<file path="src/rtl/core/csr_pkg.sv">
package csr_pkg;

  localparam int unsigned ROW_W      = 12;
  localparam int unsigned IO_W       = 32;
  localparam int unsigned CFG_W      = 13;
  localparam int unsigned ROWS_RESET = 4096;
  localparam int unsigned KIND_W     = 3;
  localparam int unsigned FIFO_DEPTH = 2;

  // What the back end does with one queued item.
  typedef enum logic [KIND_W-1:0] {
    KIND_NOP,
    KIND_LOAD,
    KIND_ZERO,
    KIND_EDGE,
    KIND_BLEND
  } kind_e;

  typedef struct packed {
    logic full;
    logic empty;
  } fifo_stat_t;

endpackage

</file>
<file path="src/rtl/core/csr_front.sv">
module csr_front #(
  parameter int unsigned MAX_ROWS    = 4096,
  parameter int unsigned SAMPLE_BITS = 32,
  parameter int unsigned FRAC_BITS   = 16,
  parameter int unsigned AW          = 12,
  parameter int unsigned ENTRY_W     = 91
) (
  input  logic                                clk_i,
  input  logic                                rst_ni,
  input  logic                                in_valid_i,
  output logic                                in_stall_o,
  input  logic                                in_mode_i,
  input  logic [csr_pkg::ROW_W-1:0]           in_row_i,
  input  logic signed [csr_pkg::IO_W-1:0]     in_sample_i,
  input  logic signed [csr_pkg::IO_W-1:0]     in_offset_i,
  input  logic                                cfg_valid_i,
  output logic                                cfg_ready_o,
  input  logic [csr_pkg::CFG_W-1:0]           cfg_rows_in_use_i,
  output logic                                push_o,
  output logic [ENTRY_W-1:0]                  push_entry_o,
  input  csr_pkg::fifo_stat_t                 fifo_stat_i
);

  localparam int unsigned SHIFTED_W = csr_pkg::ROW_W + FRAC_BITS;
  localparam int unsigned POS_W =
    ((SHIFTED_W > csr_pkg::IO_W) ? SHIFTED_W : csr_pkg::IO_W) + 1;
  localparam int unsigned JM_W  = POS_W - FRAC_BITS;
  localparam int unsigned DIM_W = $clog2(MAX_ROWS + 1);
  localparam int unsigned CMP_W = ((JM_W > DIM_W) ? JM_W : DIM_W) + 1;
  localparam int unsigned DIM_RESET =
    (csr_pkg::ROWS_RESET > MAX_ROWS) ? MAX_ROWS : csr_pkg::ROWS_RESET;
  localparam logic signed [CMP_W-1:0] ONE_C = CMP_W'(1);

  typedef struct packed {
    csr_pkg::kind_e          kind;
    logic [AW-1:0]           addr_a;
    logic [AW-1:0]           addr_b;
    logic [FRAC_BITS-1:0]    frac;
    logic [SAMPLE_BITS-1:0]  sample;
  } entry_t;

  logic [DIM_W-1:0]        dim_q, dim_d;
  logic signed [POS_W-1:0] row_pos, off_ext, pos;
  logic signed [JM_W-1:0]  jm;
  logic signed [CMP_W-1:0] jm_c, dim_c;
  entry_t                  ent;

  assign cfg_ready_o = 1'b1;
  assign in_stall_o  = fifo_stat_i.full;

  // Saturate the row count once at write time.
  always_comb begin
    if (cfg_rows_in_use_i < csr_pkg::CFG_W'(2)) begin
      dim_d = DIM_W'(2);
    end else if (32'(cfg_rows_in_use_i) > MAX_ROWS) begin
      dim_d = DIM_W'(MAX_ROWS);
    end else begin
      dim_d = DIM_W'(cfg_rows_in_use_i);
    end
  end

  always_ff @(posedge clk_i or negedge rst_ni) begin
    if (!rst_ni) begin
      dim_q <= DIM_W'(DIM_RESET);
    end else if (cfg_valid_i && cfg_ready_o) begin
      dim_q <= dim_d;
    end
  end

  assign row_pos = POS_W'({in_row_i, {FRAC_BITS{1'b0}}});
  assign off_ext = POS_W'(in_offset_i);
  assign pos     = row_pos + off_ext;
  // Arithmetic shift of the position gives the floor row.
  assign jm      = pos[POS_W-1:FRAC_BITS];
  assign jm_c    = CMP_W'(jm);
  assign dim_c   = CMP_W'(dim_q);

  always_comb begin
    ent.kind   = csr_pkg::KIND_NOP;
    ent.addr_a = '0;
    ent.addr_b = '0;
    ent.frac   = pos[FRAC_BITS-1:0];
    ent.sample = SAMPLE_BITS'(in_sample_i);
    if (!in_mode_i) begin
      ent.addr_a = AW'(in_row_i);
      if (32'(in_row_i) < MAX_ROWS) begin
        ent.kind = csr_pkg::KIND_LOAD;
      end
    end else if (jm_c < 0) begin
      ent.kind = (jm_c == -ONE_C) ? csr_pkg::KIND_EDGE : csr_pkg::KIND_ZERO;
    end else if (jm_c >= dim_c - ONE_C) begin
      ent.addr_a = AW'(dim_q - DIM_W'(1));
      ent.kind   = (jm_c == dim_c - ONE_C) ? csr_pkg::KIND_EDGE : csr_pkg::KIND_ZERO;
    end else begin
      ent.kind   = csr_pkg::KIND_BLEND;
      ent.addr_a = AW'(jm_c);
      ent.addr_b = AW'(jm_c + ONE_C);
    end
  end

  // Drop loads beyond the store; they never reach the back end.
  assign push_o       = in_valid_i && !in_stall_o && (ent.kind != csr_pkg::KIND_NOP);
  assign push_entry_o = ENTRY_W'(ent);

endmodule

</file>
<file path="config.mk">
export PLATFORM = sky130hd
export DESIGN_NAME = csr_front
export DESIGN_NICKNAME = d
export VERILOG_FILES = /design/src/rtl/core/csr_pkg.sv /design/src/rtl/core/csr_front.sv
export SDC_FILE = /design/constraint.sdc
export NUM_CORES = 1
export LEC_CHECK = 0
export ABC_AREA = 1
export BUFFER_PORTS_ARGS = -buffer_cell sky130_fd_sc_hd__buf_4
export CORE_ASPECT_RATIO = 1.1
export CORE_MARGIN = 2
export CORE_UTILIZATION = 30
export CTS_CLUSTER_SIZE = 40
export DETAILED_ROUTE_END_ITERATION = 12
export PLACE_DENSITY = 0.58
export SLEW_MARGIN = 20
export SYNTH_ARGS = -nofsm -noshare
export SYNTH_HDL_FRONTEND = slang
export SYNTH_SLANG_ARGS = --single-unit
export TNS_END_PERCENT = 5
</file>
<file path="constraint.sdc">
create_clock -name clk_i -period 5.9 [get_ports clk_i]
set_input_delay 1.18 -clock clk_i [delete_from_list [all_inputs] [get_ports clk_i]]
set_output_delay 1.18 -clock clk_i [all_outputs]
set_load 0.05 [all_outputs]
</file>
==> insert_results.sql <==
INSERT INTO impl_metrics (metric_group, metric, value, unit) VALUES
('timing', 'setup_total_negative_slack', '0', 'ns'),
('job', 'max_cap_violations', '0', ''),
('synth', 'synth_largest_type_area_fraction', '0.177', ''),
('power', 'leakage', '0.00211', 'uW'),
('routing', 'routed_vias', '3320', ''),
('timing', 'clk_skew', '0', 'ns'),
('cells_and_area', 'syn_to_final_growth', '15.2', '%'),
('routing', 'route.antenna.remaining_nets', '0', ''),
('critical_path', 'worst_ep_arrival_time', '4.41', 'ns'),
('placement', 'globalplace.congestion', '0.874', ''),
('routing', 'detail_route.drc_violations', '0', ''),
('timing', 'timing.max_slew.rel_slack', '0.606', ''),
('cells_and_area', 'top_registers', 'dim_q x13', ''),
('routing', 'drt_iter0_drc', '94', ''),
('timing', 'transition_time_of_the_tightest_slew_check_pin', '0.588', 'ns'),
('synth', 'synthDominantAreaCellType', 'sky130_fd_sc_hd__nand2_1', ''),
('cells_and_area', 'nets', '723', ''),
('synth', 'synthesis.instances', '556', ''),
('critical_path', 'reg2reg_from', 'dim_q[12]$_DFFE_PN1P_', ''),
('synth', 'sequential_to_total_area_share_from_yosys_stat', '0.0979', ''),
('global_routing', 'grt_use_total', '0.143', ''),
('floorplanning', 'die-width', '105', 'um'),
('synth', 'yosys-top-cells-area', 'sky130_fd_sc_hd__nand2_1, sky130_fd_sc_hd__buf_4, sky130_fd_sc_hd__ha_1', ''),
('synth', 'syn_area_per_cell', '6.00', 'um2'),
('timing', 'final.min_clock_period', '5.59', 'ns'),
('critical_path', 'startpoint_type', 'input port', ''),
('cells_and_area', 'finish.cell_count_without_fillers', '741', ''),
('placement', 'port_buffers', '75', ''),
('clock_network', 'clkTransAtPathRegs', '0.04', 'ns'),
('placement', 'dp_hpwl', '7810', 'um'),
('power', 'design_power_total', '698', 'uW'),
('floorplanning', 'area_of_the_die', '12000', 'um2'),
('floorplanning', 'std_cell_rows', '40', ''),
('cells_and_area', 'final_core_utilization', '0.354', ''),
('clock_network', 'cts.root.buffer_cell', 'sky130_fd_sc_hd__clkbuf_16', ''),
('clock_network', 'cts_tree', 'built', ''),
('global_routing', 'grt_start_max_net_pins', '14', ''),
('clock_network', 'cts_made_buffers', '3', ''),
('cells_and_area', 'drive_gt1_frac', '0.234', ''),
('synth', 'synth_warnings', '0', ''),
('timing', 'final-setup-viol-count', '0', ''),
('clock_network', 'cts_htree_levels', '1', ''),
('synth', 'post_synth_instance_area', '3340', 'um2'),
('synth', 'synth_cell_types', '41', ''),
('global_routing', 'grt_antenna_before_repair', '0', ''),
('outcome', 'status', 'completed', ''),
('min_path', 'min_path_type', 'reg2reg', ''),
('cells_and_area', 'num_antenna_cells', '0', ''),
('power', 'power.density', '182', 'nW/um2'),
('critical_path', 'path_max_fanout', '7', ''),
('placement', 'dpl-instance-area', '3660', 'um2'),
('synth', 'asr_flop_ratio_synth', '1.00', ''),
('min_path', 'hold-path-endpoint', 'dim_q[12]$_DFFE_PN1P_', ''),
('cells_and_area', 'filler_cells', '1232', ''),
('placement', 'numPlacedInstances', '729', ''),
('global_routing', 'first_pass_grt_wire_length', '14300', 'um'),
('cells_and_area', 'final_std_cell_area_no_fill', '3840', 'um2'),
('routing', 'totalWireLength', '8840', 'um'),
('power', 'vdd_ir_drop_max', '0.181', 'mV'),
('timing', 'layout_worst_path_cycle_share', '0.947', ''),
('timing', 'slew_violations', '0', ''),
('min_path', 'min_from', 'dim_q[12]$_DFFE_PN1P_', ''),
('floorplanning', 'core_region_area', '10900', 'um2'),
('floorplanning', 'die-height', '115', 'um'),
('critical_path', 'crit_required', '4.72', 'ns'),
('routing', 'post_dr_wirelength_cell', '11.9', 'um'),
('synth', 'synth-edff-count', '0', ''),
('critical_path', 'timing.critical_path.to_type', 'output pin', ''),
('global_routing', 'globalRouteOverflowTotal', '0', ''),
('synth', 'synth.ff_latch_count', '13', ''),
('routing', 'drtPass1Iterations', '4', '');
## cell usage after synthesis (all sizes together), types with 3 or more instances
cell      n
o21ai    13
nand3    50
nor3      8
buf      69
ha       31
nand4    11
o21a      3
xnor2     3
dfrtp    12
nor2     61
xor2     12
inv      74
a21oi    13
nand3b    7
nand2   171
## power by group
group	switching [uW]	internal (uW)
Clock	32.8	90.7
Combinational	311	161
Sequential	5.84	97.1
## kinds of logic (layout without fill, tap and decap cells)
| group | after synthesis | in the layout | share of synthesized area |
|---|---|---|---|
| AOI/OAI and AO/OA | 37 | 37 | 0.0664 |
| xor gates and xnor gates | 15 | 15 | 0.0416 |
| other | 2 | 17 | 0.00225 |
| DFF | 13 | 13 | 0.0979 |
| and+or+nand+nor | 311 | 312 | 0.426 |
| buffers and inverters | 146 | 168 | 0.243 |
| adders and majority gates | 32 | 32 | 0.122 |
## layout make-up
class,instances,area [um2],area share
repair buffers,89,683,0.178
clock buffers,4,78.8,0.0205
flip-flops and latches,13,327,0.0850
multi-input cells,413,2290,0.596
inverters,75,282,0.0732
well taps,147,184,0.0479
## worst max path at each step
stage	from	end	slack [ns]	cells past startpoint
after global routing	in_row_i[9]	push_entry_o[59]	-0.001	24
after global placement	in_row_i[9]	push_entry_o[54]	0.22	23
after floorplan	in_row_i[0]	push_entry_o[58]	0.31	20
after detailed placement	in_row_i[8]	push_entry_o[59]	0.18	24
after CTS	in_row_i[8]	push_entry_o[59]	0.18	24
final	in_row_i[0]	push_entry_o[54]	0.31	25
## repair_timing
item | in CTS | in global routing
endpoints found under the setup margin | 0 | 23
gates resized for setup | 0 | 11
setup buffers | 0 | 7
## cells in the final DEF, fill, tap and decap left out, types with 2 or more instances in the layout
| cell type | Yosys | routed |
|---|---|---|
| sky130_fd_sc_hd__xor2_1 | 11 | 11 |
| sky130_fd_sc_hd__conb_1 | 2 | 17 |
| sky130_fd_sc_hd__nand3_1 | 45 | 45 |
| sky130_fd_sc_hd__buf_4 | 68 | 85 |
| sky130_fd_sc_hd__buf_6 | 1 | 4 |
| sky130_fd_sc_hd__inv_2 | 5 | 5 |
| sky130_fd_sc_hd__nand2_2 | 12 | 13 |
| sky130_fd_sc_hd__nand3_2 | 4 | 4 |
| sky130_fd_sc_hd__nor2_1 | 52 | 50 |
| sky130_fd_sc_hd__o21a_1 | 3 | 3 |
| sky130_fd_sc_hd__nor2_2 | 8 | 10 |
| sky130_fd_sc_hd__nand4_1 | 11 | 11 |
| sky130_fd_sc_hd__ha_1 | 31 | 30 |
| sky130_fd_sc_hd__xnor2_1 | 3 | 3 |
| sky130_fd_sc_hd__a21oi_1 | 12 | 10 |
| sky130_fd_sc_hd__dfrtp_1 | 12 | 12 |
| sky130_fd_sc_hd__inv_1 | 69 | 69 |
| sky130_fd_sc_hd__clkbuf_16 | 0 | 3 |
| sky130_fd_sc_hd__nor3_1 | 7 | 7 |
| sky130_fd_sc_hd__nand2_4 | 2 | 2 |
| sky130_fd_sc_hd__a21o_1 | 2 | 2 |
| sky130_fd_sc_hd__nand3b_1 | 7 | 7 |
| sky130_fd_sc_hd__nand2_1 | 157 | 156 |
| sky130_fd_sc_hd__a21oi_2 | 1 | 3 |
| sky130_fd_sc_hd__o21ai_0 | 13 | 13 |
## through the flow
stage                     setup WS, ns  hold WS [ns]
after global routing         -0.000996         0.529
final                            0.314         0.504
after global placement           0.217         0.494
after CTS                        0.182         0.513
after floorplan                  0.305         0.469
after detailed placement         0.184         0.505
## layer usage
metal  GRT usage  vias to the layer above  routed length [um]
met1       0.161                     1463                3680
met3      0.0165                        8                 377
met4      0.0306                        0                  82
li1            -                     1759                   -
met2       0.285                       90                4700
met5           0                        -                   0
## critical path, cell delays in order
cell	delay (ns)
sky130_fd_sc_hd__buf_4	0.09
sky130_fd_sc_hd__ha_2	0.20
sky130_fd_sc_hd__inv_1	0.06
sky130_fd_sc_hd__fa_1	0.39
sky130_fd_sc_hd__inv_1	0.09
sky130_fd_sc_hd__nand3_1	0.10
sky130_fd_sc_hd__nand2_2	0.11
sky130_fd_sc_hd__nand3_1	0.12
sky130_fd_sc_hd__nand3_2	0.12
sky130_fd_sc_hd__nand2_2	0.06
sky130_fd_sc_hd__nand2_1	0.09
sky130_fd_sc_hd__inv_1	0.05
sky130_fd_sc_hd__ha_1	0.27
sky130_fd_sc_hd__a21oi_1	0.15
sky130_fd_sc_hd__nor2_1	0.05
sky130_fd_sc_hd__nor2_1	0.08
sky130_fd_sc_hd__nand2_1	0.07
sky130_fd_sc_hd__nor2_2	0.14
sky130_fd_sc_hd__nand2_1	0.09
sky130_fd_sc_hd__nand2_2	0.10
sky130_fd_sc_hd__nand3_4	0.13
sky130_fd_sc_hd__nor2_8	0.18
sky130_fd_sc_hd__inv_2	0.10
sky130_fd_sc_hd__nor2_1	0.17
sky130_fd_sc_hd__buf_4	0.23
(Power assumes the default switching activity.)
