<file path="src/rtl/core/csr_pkg.sv">
package csr_pkg;

  localparam int unsigned ROW_W      = 12;
  localparam int unsigned IO_W       = 32;
  localparam int unsigned CFG_W      = 13;
  localparam int unsigned ROWS_RESET = 4096;
  localparam int unsigned KIND_W     = 3;
  localparam int unsigned FIFO_DEPTH = 2;

  // What the back end does with one queued item.
  typedef enum logic [KIND_W-1:0] {
    KIND_NOP,
    KIND_LOAD,
    KIND_ZERO,
    KIND_EDGE,
    KIND_BLEND
  } kind_e;

  typedef struct packed {
    logic full;
    logic empty;
  } fifo_stat_t;

endpackage

</file>
<file path="src/rtl/core/csr_fifo.sv">
module csr_fifo #(
  parameter int unsigned WIDTH = 8,
  parameter int unsigned DEPTH = 2
) (
  input  logic                   clk_i,
  input  logic                   rst_ni,
  input  logic                   push_i,
  input  logic [WIDTH-1:0]       push_data_i,
  input  logic                   pop_i,
  output logic [WIDTH-1:0]       pop_data_o,
  output csr_pkg::fifo_stat_t    stat_o
);

  localparam int unsigned PTR_W = (DEPTH > 1) ? $clog2(DEPTH) : 1;
  localparam int unsigned CNT_W = $clog2(DEPTH + 1);

  logic [WIDTH-1:0] slot_q [DEPTH];
  logic [PTR_W-1:0] wr_ptr_q, wr_ptr_d, rd_ptr_q, rd_ptr_d;
  logic [CNT_W-1:0] count_q, count_d;
  logic             do_push, do_pop;

  assign stat_o.full  = (count_q == CNT_W'(DEPTH));
  assign stat_o.empty = (count_q == '0);
  assign do_push      = push_i && !stat_o.full;
  assign do_pop       = pop_i && !stat_o.empty;
  assign pop_data_o   = slot_q[rd_ptr_q];

  always_comb begin
    wr_ptr_d = wr_ptr_q;
    rd_ptr_d = rd_ptr_q;
    count_d  = count_q;
    if (do_push) begin
      wr_ptr_d = (wr_ptr_q == PTR_W'(DEPTH - 1)) ? '0 : wr_ptr_q + PTR_W'(1);
    end
    if (do_pop) begin
      rd_ptr_d = (rd_ptr_q == PTR_W'(DEPTH - 1)) ? '0 : rd_ptr_q + PTR_W'(1);
    end
    if (do_push && !do_pop) begin
      count_d = count_q + CNT_W'(1);
    end else if (do_pop && !do_push) begin
      count_d = count_q - CNT_W'(1);
    end
  end

  always_ff @(posedge clk_i or negedge rst_ni) begin
    if (!rst_ni) begin
      wr_ptr_q <= '0;
      rd_ptr_q <= '0;
      count_q  <= '0;
    end else begin
      wr_ptr_q <= wr_ptr_d;
      rd_ptr_q <= rd_ptr_d;
      count_q  <= count_d;
    end
  end

  always_ff @(posedge clk_i) begin
    if (do_push) begin
      slot_q[wr_ptr_q] <= push_data_i;
    end
  end

endmodule

</file>
<file path="config.mk">
export PLATFORM = sky130hd
export DESIGN_NAME = csr_fifo
export DESIGN_NICKNAME = d
export VERILOG_FILES = /design/src/rtl/core/csr_pkg.sv /design/src/rtl/core/csr_fifo.sv
export SDC_FILE = /design/constraint.sdc
export NUM_CORES = 1
export LEC_CHECK = 0
export ABC_AREA = 1
export CAP_MARGIN = 20
export CORE_MARGIN = 2
export CORE_UTILIZATION = 40
export CTS_BUF_LIST = sky130_fd_sc_hd__clkbuf_4 sky130_fd_sc_hd__clkbuf_8
export DETAILED_ROUTE_END_ITERATION = 8
export DONT_BUFFER_PORTS = 1
export SLEW_MARGIN = 20
export SYNTH_ARGS = -nofsm -noshare
export SYNTH_HDL_FRONTEND = slang
export SYNTH_SLANG_ARGS = --single-unit
</file>
<file path="constraint.sdc">
create_clock -name clk_i -period 1.3 [get_ports clk_i]
set_input_delay 0.065 -clock clk_i [delete_from_list [all_inputs] [get_ports clk_i]]
set_output_delay 0.065 -clock clk_i [all_outputs]
set_load 0.02 [all_outputs]
</file>
==> results of run 1 <==
layout by cell type (no fill, tap or decap):
| cell type | synthesis | final |
|---|---|---|
| buf_12 | 0 | 1 |
| buf_4 | 0 | 12 |
| buf_6 | 0 | 1 |
| clkbuf_2 | 0 | 1 |
| clkbuf_4 | 0 | 4 |
| dfrtp_1 | 4 | 2 |
| dfrtp_2 | 0 | 2 |
| dlygate4sd3_1 | 0 | 10 |
| edfxtp_1 | 16 | 16 |
| ha_4 | 0 | 1 |
| inv_1 | 7 | 4 |
| inv_2 | 1 | 3 |
| inv_4 | 0 | 1 |
| nand2_1 | 33 | 32 |
| nand2_2 | 0 | 1 |
| nand3_1 | 1 | 1 |
| nand3b_1 | 1 | 1 |
| nand4_1 | 1 | 1 |
| nor2_1 | 2 | 1 |
| nor2_2 | 2 | 1 |
| nor2_4 | 0 | 2 |
| o21ai_1 | 0 | 1 |
| o21ai_2 | 0 | 1 |
| xnor2_1 | 1 | 1 |
worst paths after layout:
| kind | start | endpoint | depth (start not counted) |
|---|---|---|---|
| setup reg to reg | count_q[1] | slot_q[0][2] | 6 |
| hold / removal | push_i | wr_ptr_q | 3 |
| min in group asynchronous | rst_ni | wr_ptr_q | 1 |
| setup / recovery | count_q[1] | slot_q[0][2] | 6 |
| hold reg to reg | wr_ptr_q | wr_ptr_q | 2 |
| max in group asynchronous | rst_ni | rd_ptr_q | 1 |
power breakdown:
group | total [mW] | internal [mW] | switching (mW)
Clock | 0.303 | 0.140 | 0.164
Sequential | 1.00 | 0.896 | 0.107
Combinational | 1.20 | 0.490 | 0.709
worst min-delay path, delay by kind of cell:
family | cells | cell delay (ns)
AO/OA/AOI/OAI | 1 | 0.07
AND/OR/NAND/NOR | 2 | 0.12
sequential cells by signal, indices dropped and copies added (netlist names):
signal    cells
slot_q       16
rd_ptr_q      1
wr_ptr_q      1
count_q       2
cell families (layout without fill, tap and decap cells):
kind of cell,count (synthesis),count (layout),synth area share (%)
compound gates,2,2,1.24
buf+inv,9,37,4.33
flops,20,20,71.7
fa+ha+maj,1,1,1.55
xor+xnor,1,1,1.08
simple gates,40,40,20.1
metrics by stage:
| step | utilization [%] | total power, mW |
|---|---|---|
| 2_1_floorplan | - | 1.65 |
| 3_3_place_gp | 47.3 | 1.91 |
| 3_5_place_dp | 47.3 | 1.94 |
| 4_1_cts | 54.5 | 2.31 |
| 5_1_grt | 58.2 | 2.69 |
| 6_report | 58.2 | 2.51 |
per-layer routing:
metal / up-vias / wire length (µm) / global-route usage [%]
li1: 292 / - / -
met1: 269 / 660 / 17.3
met2: 14 / 814 / 22.6
met3: 2 / 52 / 2.45
met4: 0 / 19 / 7.14
met5: - / 0 / 0
layout make-up:
class | instances | area share [%]
timing repair buffer | 25 | 20.0
multi-input combinational | 44 | 19.9
inverter | 8 | 2.88
sequential | 20 | 51.5
clock buffer | 4 | 2.65
tap | 27 | 2.99
what timing repair did:
action | CTS | global route
gates resized for setup | 4 | 9
endpoints found under the hold margin | 21 | 0
setup buffers | 1 | 6
pin swaps | 0 | 1
endpoints found under the setup margin | 26 | 26
gates cloned | 0 | 0
hold buffers | 10 | 0
==> flow_summary.yaml, run 1 <==
setup_path:
  cp_max_fo: 6
  start_kind: "register"
  critPathArrivalTime_ns: 1.29
  cpLargestDelayFamily: "flip-flops"
  worst_path_largest_cell_delay_ns: 0.44
  endpoint_kind: "register"
  worst-path-buf-inv: 3
  crit_type: "reg2reg"
  slowest_stage: "dfrtp_1"
  reg2reg_setup_slack_ns: 0.02
  crit_chain: "inv_2 > nor2_4 > nor2_4 > nand2_2 > inv_2 > buf_12"
  crit_required_ns: 1.31
final_layout:
  stdcell_area_um2: 1130
  regArea_um2: 583
  num_antenna_cells: 0
  final_cells: 128
  drive_gt1_share_pct: 30.7
  syn2layout_area_growth_pct: 39.7
  nets: 115
  multiInputGateArea_um2: 225
  fillers: 182
timing:
  hold_violations: 0
  maxSlewViolCount: 0
  hold_slack_ns: 0.00505
  setup_viol: 0
  setup_tns_ns: 0
  fin_ws_ns: 0.0181
  slew_headroom_pct: 85.7
  rsz0062_at_grt: "true"
  max_freq_ghz: 0.780
  period_needed_ns: 1.28
  fin_crit_sh_pct: 98.6
  skew_ns: 0.00458
  worst_pin_slew_ns: 0.213
logic_synthesis:
  yosysTopAreaCell: "edfxtp_1"
  ys_top_cells_by_count: "nand2_1, edfxtp_1, inv_1, dfrtp_1"
  syn_area_per_cell_um2: 11.1
  synth_ff_type: "edfxtp_1"
  synth.distinct_cells: 14
  synth_warnings: 0
  synthCells: 73
  syn_area_um2: 810
  synth_seq_cells: 20
  syn_nets: 86
  async_reset_ff_share_pct: 20.0
  yosysMostFrequentCell: "nand2_1"
  synth-edff-count: 16
  seq_area_frac_synth_pct: 71.7
  synth_top_area_share_pct: 59.4
  netlist_top_cells_area: "edfxtp_1, nand2_1, dfrtp_1, inv_1, ha_1"
clocking:
  clk_pin_slew_worst_paths_ns: 0.10
  clk_latency_ns: 0.28
  cts_buffers: 3
  cts-root-buf: "clkbuf_4"
  cts_num_sinks: 20
  cts_tree: "yes"
  htreeDepth: 1
  cts_buffer_depth: 2
floorplanning:
  fp-row-count: 16
  core-area_um2: 1940
  io_pins: 22
  die_x_um: 49.0
  die_area_um2: 2400
  die_h_um: 49.0
  floorplan.initialDensity_pct: 41.7
pwr:
  ir_drop_v: 0.00115
  leakage_nw: 0.495
  powerDensity_nw_per_um2: 2220
route:
  drtIter0Drc: 6
  vias: 577
  via_per_inst: 4.51
  dr.pass1.iters: 4
  routedWlPerCell_um: 12.1
  routed_wl_um: 1550
  antenna_left: 0
  drcViolationCount: 0
place:
  pre_cts_ws_ns: -0.130
  placed_cells: 107
  port_buffers: 0
  place_congestion: 0.694
  hpwl_um: 971
  dpl_cell_area_um2: 918
global_route:
  grt_max_degree: 12
  grt.overflow.total: 0
  grt_pass1_wl_um: 2500
  antenna_found_initial: 0
  first_global_vias: 577
  grt_util_all_layers_pct: 13.7
outcome:
  status: "finished clean"
flow_run:
  maxCapViolCount: 0
worst_hold_path:
  min_path_type: "in2reg"
Note: power is estimated with default switching activity, not from simulation.
==> inputs of run 2 (changes only) <==
==> constraint.sdc (replaced) <==
create_clock -name clk_i -period 1.2 [get_ports clk_i]
set_input_delay 0.06 -clock clk_i [delete_from_list [all_inputs] [get_ports clk_i]]
set_output_delay 0.06 -clock clk_i [all_outputs]
set_load 0.02 [all_outputs]
==> run 2 against run 1 <==
The flow now finishes with violations (setup timing). Die area unchanged. Cell area increased by 5.5%. Critical path type unchanged. Register-to-register slack got worse by 0.12 ns. Sequential cell count unchanged. Clock skew increased by 0.0027 ns. Largest power group unchanged. Core utilization increased by 3.2 points. Sequential power increased by 14%. Sequential share of layout area decreased by 2.7 points. Power increased by 15%.
==> flow_summary.yaml, run 2 (synthesized netlist as in run 1, its figures left out) <==
timing:
  setup_tns_ns: -0.622
  fin_crit_sh_pct: 108
  maxSlewViolCount: 0
  worst_pin_slew_ns: 0.203
  hold_violations: 0
  rsz0062_at_grt: "true"
  slew_headroom_pct: 86.4
  fin_ws_ns: -0.0987
  max_freq_ghz: 0.770
  skew_ns: 0.00732
  setup_viol: 11
  period_needed_ns: 1.30
global_route:
  grt_max_degree: 12
  first_global_vias: 552
  antenna_found_initial: 0
  grt.overflow.total: 0
  grt_pass1_wl_um: 2470
  grt_util_all_layers_pct: 13.7
final_layout:
  num_antenna_cells: 0
  regArea_um2: 583
  final_cells: 127
  largest-register: "slot_q"
  drive_gt1_share_pct: 42.0
  final_common_cell: "nand2_1"
  nets: 114
  largest_reg_flops: 16
  syn2layout_area_growth_pct: 47.4
  reg_top3: "slot_q: 16 flops, count_q: 2 flops"
  fillers: 175
  final_cell_mix: "nand2_1, edfxtp_1, nand2_2, dlygate4sd3_1, buf_4"
  multiInputGateArea_um2: 278
clocking:
  clk_latency_ns: 0.30
  cts_tree: "yes"
  cts_buffers: 3
  cts_buffer_depth: 2
  cts-root-buf: "clkbuf_4"
  htreeDepth: 1
  clk_pin_slew_worst_paths_ns: 0.10
  cts_num_sinks: 20
route:
  dr.pass1.iters: 4
  routed_wl_um: 1520
  drtIter0Drc: 18
  antenna_left: 0
  drcViolationCount: 0
  via_per_inst: 4.61
  vias: 586
  routedWlPerCell_um: 12.0
pwr:
  powerDensity_nw_per_um2: 2410
  leakage_nw: 0.503
  ir_drop_v: 0.00122
setup_path:
  crit_required_ns: 1.40
  reg2regPathDepth: 9
  critPathArrivalTime_ns: 1.49
  endpoint_kind: "register"
  reg2reg_setup_slack_ns: -0.1
  crit_type: "reg2reg"
  start_kind: "register"
  cp_max_fo: 4
flow_run:
  maxCapViolCount: 0
place:
  placed_cells: 106
  port_buffers: 0
  hpwl_um: 926
  place_congestion: 0.696
outcome:
  violations: "setup timing"
  status: "finished, violations left"
worst_hold_path:
  min_path_type: "in2async"
floorplanning:
  die_x_um: 49.0
  die_h_um: 49.0
  io_pins: 22
  die_area_um2: 2400
  floorplan.initialDensity_pct: 41.7
  core-area_um2: 1940
  fp-row-count: 16
-- run 2: cell count changes in the layout (fill, tap and decap cells not counted), sizes merged --
cell / change
buf: -2
clkbuf: -2
clkinv: +2
dlygate4sd3: +1
-- run 2: final cells by class --
class                           count  area share, %
Sequential cell                    20           48.8
Multi-Input combinational cell     44           23.3
Timing Repair Buffer               23           19.4
Inverter                            8           2.94
Tap cell                           27           2.83
Clock buffer                        3           1.89
Timing Repair inverter              1          0.524
Clock inverter                      1          0.314
-- run 2: layer usage --
layer | vias to the layer above | track usage [%] | share of wire (%)
met2 | 18 | 23.3 | 50
met5 | - | 0 | 0
li1 | 291 | - | -
met3 | 6 | 6.13 | 7.1
met4 | 0 | 4.29 | 2.2
met1 | 271 | 15.3 | 40
-- run 2: through the flow --
| step | instance area, µm² | utilization (%) | power [mW] | hold WS [ns] | setup WS, ns |
|---|---|---|---|---|---|
| after CTS | 1100 | 56.8 | 2.65 | 0.00912 | -0.0643 |
| after global placement | 912 | 47.0 | 2.10 | -0.235 | -0.144 |
| after global routing | 1190 | 61.5 | 3.06 | 0.00402 | -0.142 |
| after detailed placement | 912 | 47.0 | 2.13 | -0.235 | -0.179 |
| final | 1190 | 61.5 | 2.87 | 0.0131 | -0.0987 |
| after floorplan | 818 | - | 1.80 | -0.236 | -0.0948 |
-- run 2: worst max-delay path, cell delays in order, from the launching register on --
cell,delay [ns]
dfrtp_1,0.45
inv_2,0.11
nor2_4,0.05
nor2_4,0.11
ha_4,0.14
inv_1,0.04
nand2_1,0.10
nand3_2,0.07
nand2_1,0.07
nand2_1,0.06
-- run 2: timing repair --
action | 4_1_cts | 5_1_grt
setup buffers | 4 | 1
gates cloned | 0 | 1
endpoints found under the hold margin | 21 | 1
hold buffers | 10 | 1
endpoints found under the setup margin | 27 | 27
pin swaps | 1 | 8
resized for setup | 11 | 23
-- run 2: path summary, 6_finish.rpt --
| path | from | end |
|---|---|---|
| setup / recovery | count_q[1] | count_q[1] |
| hold / removal | rst_ni | wr_ptr_q |
| setup reg to reg | count_q[1] | count_q[1] |
| hold reg to reg | wr_ptr_q | wr_ptr_q |
| max in group asynchronous | rst_ni | count_q[0] |
| min in group clk_i | push_i | wr_ptr_q |
-- run 2: report_power, final --
part | switching, mW | total [mW] | leakage [nW] | internal, mW
combinational | 0.809 | 1.42 | 0.293 | 0.606
clock | 0.194 | 0.315 | 0.0154 | 0.122
sequential | 0.170 | 1.14 | 0.195 | 0.972
total | 1.17 | 2.87 | 0.503 | 1.70
